$ cat config.mk
export PLATFORM = sky130hd
export DESIGN_NAME = ese_seq
export DESIGN_NICKNAME = d
export VERILOG_FILES = /design/src/hdl/ese_pkg.sv /design/src/hdl/ese_seq.sv
export VERILOG_INCLUDE_DIRS = /design/src /design/src/hdl
export SDC_FILE = /design/constraint.sdc
export NUM_CORES = 1
export LEC_CHECK = 0
export BUFFER_PORTS_ARGS = -buffer_cell sky130_fd_sc_hd__buf_2
export CAP_MARGIN = 20
export CORE_AREA = 2 2 39 41
export DETAILED_ROUTE_END_ITERATION = 6
export DIE_AREA = 0 0 41 43
export PLACE_DENSITY_LB_ADDON = 0.3
export SYNTH_ARGS = -nofsm -noshare
export SYNTH_HDL_FRONTEND = slang
export SYNTH_SLANG_ARGS = --single-unit
$ cat constraint.sdc
create_clock -name clk_i -period 1.2 [get_ports clk_i]
set_input_delay 0.12 -clock clk_i [delete_from_list [all_inputs] [get_ports clk_i]]
set_output_delay 0.12 -clock clk_i [all_outputs]
set_load 0.005 [all_outputs]
$ cat src/hdl/assert_macros.svh
`ifndef ASSERT_MACROS_SVH
`define ASSERT_MACROS_SVH

// Same-cycle implication on clk_i, held off while the block is in reset.
`define ESE_ASSERT_IMPL(label, ante, cons, msg) \
  label: assert property (@(posedge clk_i) disable iff (!rst_ni) (ante) |-> (cons)) \
    else $error(msg);

// Next-cycle implication on clk_i, held off while the block is in reset.
`define ESE_ASSERT_NEXT(label, ante, cons, msg) \
  label: assert property (@(posedge clk_i) disable iff (!rst_ni) (ante) |=> (cons)) \
    else $error(msg);

`endif

$ cat src/hdl/ese_pkg.sv
`timescale 1ns / 1ps

package ese_pkg;

  // Shared multiplier operand and product widths.
  localparam int MulW  = 33;
  localparam int ProdW = 2 * MulW;

  // Division by 3000 as a multiply by ceil(2^43 / 3000) and a shift by 43.
  // Exact for every magnitude up to 2^31.
  localparam int                 RecipShift = 43;
  localparam logic [MulW-1:0]    Recip3000  = 33'd2932031008;

  // Per-unit speed: magnitude below 2^20, plus a sign bit.
  localparam int PuW = 22;

  localparam logic [15:0] RateReset = 16'd1000;

  // Sequencer states.
  typedef enum logic [2:0] {
    S_IDLE,
    S_RPM,
    S_DIV,
    S_OLD,
    S_NEW
  } ese_state_e;

  // Operand selection for the shared multiplier.
  typedef enum logic [1:0] {
    MUL_RPM,
    MUL_DIV,
    MUL_OLD,
    MUL_NEW
  } mul_op_e;

  // Control word from the sequencer to the datapath.
  typedef struct packed {
    logic    load_diff;
    mul_op_e op;
    logic    load_rpm;
    logic    load_pu;
    logic    load_term;
    logic    load_out;
  } ese_ctrl_t;

  // Clamp a signed value to the signed 32-bit range.
  function automatic logic signed [31:0] sat32(input logic signed [ProdW-1:0] v);
    logic signed [ProdW-1:0] max_v;
    logic signed [ProdW-1:0] min_v;
    max_v = ProdW'(64'sh7FFF_FFFF);
    min_v = -ProdW'(64'sh8000_0000);
    if (v > max_v) begin
      sat32 = 32'sh7FFF_FFFF;
    end else if (v < min_v) begin
      sat32 = 32'sh8000_0000;
    end else begin
      sat32 = v[31:0];
    end
  endfunction

endpackage

$ cat src/hdl/ese_seq.sv
`timescale 1ns / 1ps
`include "assert_macros.svh"

// Sequencer: a sample is accepted while idle or in the last pass, then four passes through the shared multiplier.
module ese_seq import ese_pkg::*; (
  input  logic      clk_i,
  input  logic      rst_ni,
  input  logic      in_valid_i,
  input  logic      out_free_i,
  output logic      in_ready_o,
  output ese_ctrl_t ctrl_o
);

  ese_state_e state_q, state_d;

  // State register.
  always_ff @(posedge clk_i or negedge rst_ni) begin
    if (!rst_ni) begin
      state_q <= S_IDLE;
    end else begin
      state_q <= state_d;
    end
  end

  // Next state. The last pass waits for room in the output register and
  // may take the next sample in the same cycle.
  always_comb begin
    state_d = state_q;
    unique case (state_q)
      S_IDLE: begin
        if (in_valid_i) state_d = S_RPM;
      end
      S_RPM: state_d = S_DIV;
      S_DIV: state_d = S_OLD;
      S_OLD: state_d = S_NEW;
      S_NEW: begin
        if (out_free_i) begin
          state_d = in_valid_i ? S_RPM : S_IDLE;
        end
      end
      default: state_d = S_IDLE;
    endcase
  end

  // Outputs.
  always_comb begin
    in_ready_o       = 1'b0;
    ctrl_o           = '0;
    ctrl_o.op        = MUL_RPM;
    unique case (state_q)
      S_IDLE: begin
        in_ready_o = 1'b1;
      end
      S_RPM: begin
        ctrl_o.op       = MUL_RPM;
        ctrl_o.load_rpm = 1'b1;
      end
      S_DIV: begin
        ctrl_o.op      = MUL_DIV;
        ctrl_o.load_pu = 1'b1;
      end
      S_OLD: begin
        ctrl_o.op        = MUL_OLD;
        ctrl_o.load_term = 1'b1;
      end
      S_NEW: begin
        ctrl_o.op       = MUL_NEW;
        ctrl_o.load_out = out_free_i;
        in_ready_o      = out_free_i;
      end
      default: in_ready_o = 1'b0;
    endcase
    ctrl_o.load_diff = in_ready_o & in_valid_i;
  end

  // An accepted sample always starts the rpm pass next.
  `ESE_ASSERT_NEXT(a_accept_starts_rpm, in_valid_i && in_ready_o, state_q == S_RPM,
    "accepted sample did not start the rpm pass")

  // Taking a sample while finishing the previous one needs a free output register.
  `ESE_ASSERT_IMPL(a_overlap_needs_room, in_ready_o && (state_q != S_IDLE), out_free_i,
    "ready raised while the output register is blocked")

endmodule
# --- Yosys cells after proc, flatten, opt, wreduce, memory -nomap -nowiden ---
# Index checks and enable logic that the tools add are counted.
op_classes:
  reduce_logical: 2
  n_eq_ne: 6
  muxes: 10
  bitwise: 1
op_table:
  columns: ["op", "count"]
  rows:
  - ["3-bit case mux with 5 select lines", 1]
  - ["3-bit by 2-bit == test with 1-bit output, second input constant", 2]
  - ["3-bit 2-to-1 mux", 2]
  - ["2-bit case mux with 3 select lines", 1]
  - ["1-bit 2-to-1 mux", 5]
  - ["2-bit inequality test, second input constant", 2]
  - ["3-bit by 1-bit == test with 1-bit output, second input constant", 1]
  - ["3-bit == test, second input constant", 1]
  - ["3-bit zero test", 1]
  - ["1-bit case mux with 2 select lines", 1]
  - ["2-bit AND reduction", 1]
  - ["1-bit AND", 1]
word_totals:
  reg_bits: 3
  in_bits: 4
  elab_cells: 20
  output_inout_bits: 8

# --- Depth between registers and ports, before layout ---
logic_depth:
  word_depth: 3
  depth_mapped: 3
  ltp_nobuf: 2

# --- Worst setup path after synthesis ---
# OpenSTA, ideal clock, no wires.
synth_timing:
  path_type: "flip-flop to flip-flop"
  start: "register state_q[1]"
  end: "register state_q[2]"
  setup_time_ns: 0.120
  stages_incl_launch_ff: 4
  arrival_ns: 0.857
  t_required_ns: 1.080
  period_less_slack_ns: 0.976
  n_path_buf: 1
  slack_ns: 0.224
  cell_sequence: "dfrtp_1 > buf_6 > and3b_1 > a31o_1"
synth_via:
  elab_chain_len: 3
  elab_cells_between_ends: 9
  cone_classes: "eq/ne: 6; mux: 1; reduce/logical: 2"
synth_lines:
  columns: ["element", "line", "text"]
  rows:
  - ["start, declared", "ese_seq.sv:14", "ese_state_e state_q, state_d;"]
  - ["start signal, assigned", "ese_seq.sv:21", "state_q <= state_d;"]
  - ["3-bit == test or 3-bit zero test (tied branches)", "ese_seq.sv:29", "unique case (state_q)"]
  - ["2-bit inequality test (no source line)", null, null]
  - ["2-bit AND reduction (no source line)", null, null]
# Several ways; a longest one is shown, not always the timed one.
# A chain may end at the register's enable or synchronous reset.

==> results.md <==
- Layout net count: 49
- Worst Setup End Kind: output port
- EDFF count, synth: 0
- # IOs: 12
- Total number of vias: 224
- Routed WL: 591 µm
- Antenna violations before repair: 0
- Final slew viol count: 0
- Synth warn: 0
- Core box area: 1384 µm²
- Die Width: 41 µm
- Synth unique cells: 15
- Combinational share of power: 59.5%
- Global-route wire length before repair: 986 µm
- Max reg flops: 3
- Placed cell area: 276.5 µm²
- Final setup margin: -0.08846 ns
- Share of cells above drive strength 1: 63.64%
- FP Rows: 14
- ANT nets after route: 0
- Port Buffer Count: 11
- Synthesized net count: 27
- Max VDD drop: 0.0008557 V
- CP cell instances: and3b_1 > a21o_1 > buf_2
- Leakage: 0.2145 nW
- Num CTS Buffers: 3
- #FFs+latches synth: 3
- Worst-Skew Late Latency: 0.23 ns
- Clock root buffer: clkbuf_4
- Largest net degree at the start of global routing: 8
- # setup viols final: 6
- Outcome: finished with violations
- Top cell type's share of synthesized area: 34.68%
- Max-cap check violation count: 0
- Int Power: 650.6 µW
- Fin area: 392.9 µm²
- Crit path required time: 1.08 ns
- Design Power: 1.015 mW
- Total die area: 1763 µm²
- Biggest regs: state_q (3)
- CP max stage cell: dfrtp_2
- # DRC: 0
- Final Util: 28.39%
- Worst setup SP type: register
- H-tree depth: 1
- Critical path buffers and inverters: 1
- Sequential share of power: 23.0%
- Mapped Cells: 23
- Switching power: 364.1 µW
- Largest reg by FF count: state_q
- RSZ-0062 raised after global routing: true
- TritonCTS Sinks: 3
- Final GP Congestion: 0.6258
- Asr flop ratio synth: 100.0%
- Vias in the first global route: 217
- Inst Count DP: 49
- Clock Skews: 0.004675 ns
- Top cells by count, synth: dfrtp_1 (3), nor2_1 (3)
- PD cells: 2583 nW/µm²
- Vias/cell: 3.733
- Die Ht: 43 µm
- Seq/Total Area, Yosys: 34.68%
- Clock tree buffer depth: 2
- CTS tree: done
- Part of the cycle the worst path needs: 107.4%
- Fmax: 776.1 MHz
- Arrival @ worst endpoint: 1.17 ns
- Failing checks: setup timing
- Initial Utilization: 15.64%
- Non-Filler Instances: 60
- Antenna diodes: 0
- Ys flop type: dfrtp_1
- Fin Hold WS: 0.1779 ns
- Worst Path Max Fanout: 6
- Slew margin rel.: 86.11%
- DR pass1 iterations: 2
- Initial DRC count: 2
- Final setup TNS: -0.2417 ns
- GRT Total Usage: 8.635%
- Routed wire per std cell: 9.850 µm
- Worst-Margin Slew: 0.2071 ns
- Setup Crit Path Kind: register to output port
- Clock-pin slew on the worst setup and hold paths: 0.04 ns
- Clock Power Share: 17.5%
- Pre-CTS setup slack: 0.1106 ns
- Final Hold Violating Endpoints: 0
- Synth area leader: dfrtp_1
- Sw Share: 35.88%
- Synth top area cells: dfrtp_1 (35%), buf_6 (10%), xnor2_1 (8.1%)
- Mapped Area: 216.5 µm²
- P&R area growth vs syn: 81.50%
- Hold WC Path Type: input port to register
- Min cycle time layout: 1.288 ns
- Max incr delay on CP: 0.44 ns
- CP delay by family, top: flip-flops
- Post-synthesis area per instance: 9.411 µm²
- Grt total ovfl: 0
==> worst min-delay path: stages <==
cell and delay, ns:
buf_2 0.10, nor2_1 0.09, a211oi_1 0.06
==> layout make-up <==
class                      instances  area (µm²)
fill                             148       991.0
multi-input combinational         17       140.1
timing repair buffer              19       125.1
sequential                         3       77.57
clock buffer                       4       26.28
tap                               16       20.02
inverter                           1       3.754
==> worst paths after layout <==
| kind | cells past startpoint | slack, ns | start | end |
|---|---|---|---|---|
| worst min register to register | 1 | 0.53 | state_q[0] | state_q[0] |
| worst max-delay path | 3 | -0.09 | state_q[1] | ctrl_o[5] |
| worst max register to register | 2 | 0.24 | state_q[1] | state_q[2] |
| max in group asynchronous | 2 | 0.86 | rst_ni | state_q[1] |
| min in group asynchronous | 2 | 0.22 | rst_ni | state_q[2] |
| worst min-delay path | 3 | 0.18 | in_valid_i | state_q[0] |
==> metal layers <==
layer	global-route usage (%)	wire length (µm)	vias to the layer above
met5	0	0	-
met4	6.000	0	0
met3	3.141	52	0
met2	9.688	249	10
met1	12.86	289	96
li1	-	-	118
==> timing repair <==
| action | CTS | global route |
|---|---|---|
| hold endpoints to repair | 3 | 0 |
| hold buffers | 1 | 0 |
| setup buffers | 3 | 3 |
| pin swaps | 2 | 1 |
| setup endpoints to repair | 8 | 8 |
| resized for setup | 5 | 3 |
==> power groups by stage <==
stage,sequential (mW),clock [mW],combinational (mW)
floorplan,0.183,0,0.324
global placement,0.232,0,0.398
detailed placement,0.235,0,0.393
CTS,0.238,0.189,0.503
global route,0.244,0.193,0.670
finish,0.233,0.178,0.604
==> kinds of logic (layout without fill, tap and decap cells) <==
logic type                Yosys count  after routing  share of synthesized area [%]
AOI/OAI and AO/OA                   3              3                          10.99
buffers and inverters               3             24                          12.14
DFF                                 3              3                          34.68
and+or+nand+nor                    12             12                          34.11
xor gates and xnor gates            2              2                          8.094
==> placed cells by master, fill, tap and decap left out, types with 2 or more instances in the layout <==
cell      netlist  final
buf_2           0     11
buf_4           0      5
buf_6           2      2
clkbuf_4        0      3
dfrtp_2         0      2
nor2_1          3      3
(Power assumes the default switching activity.)
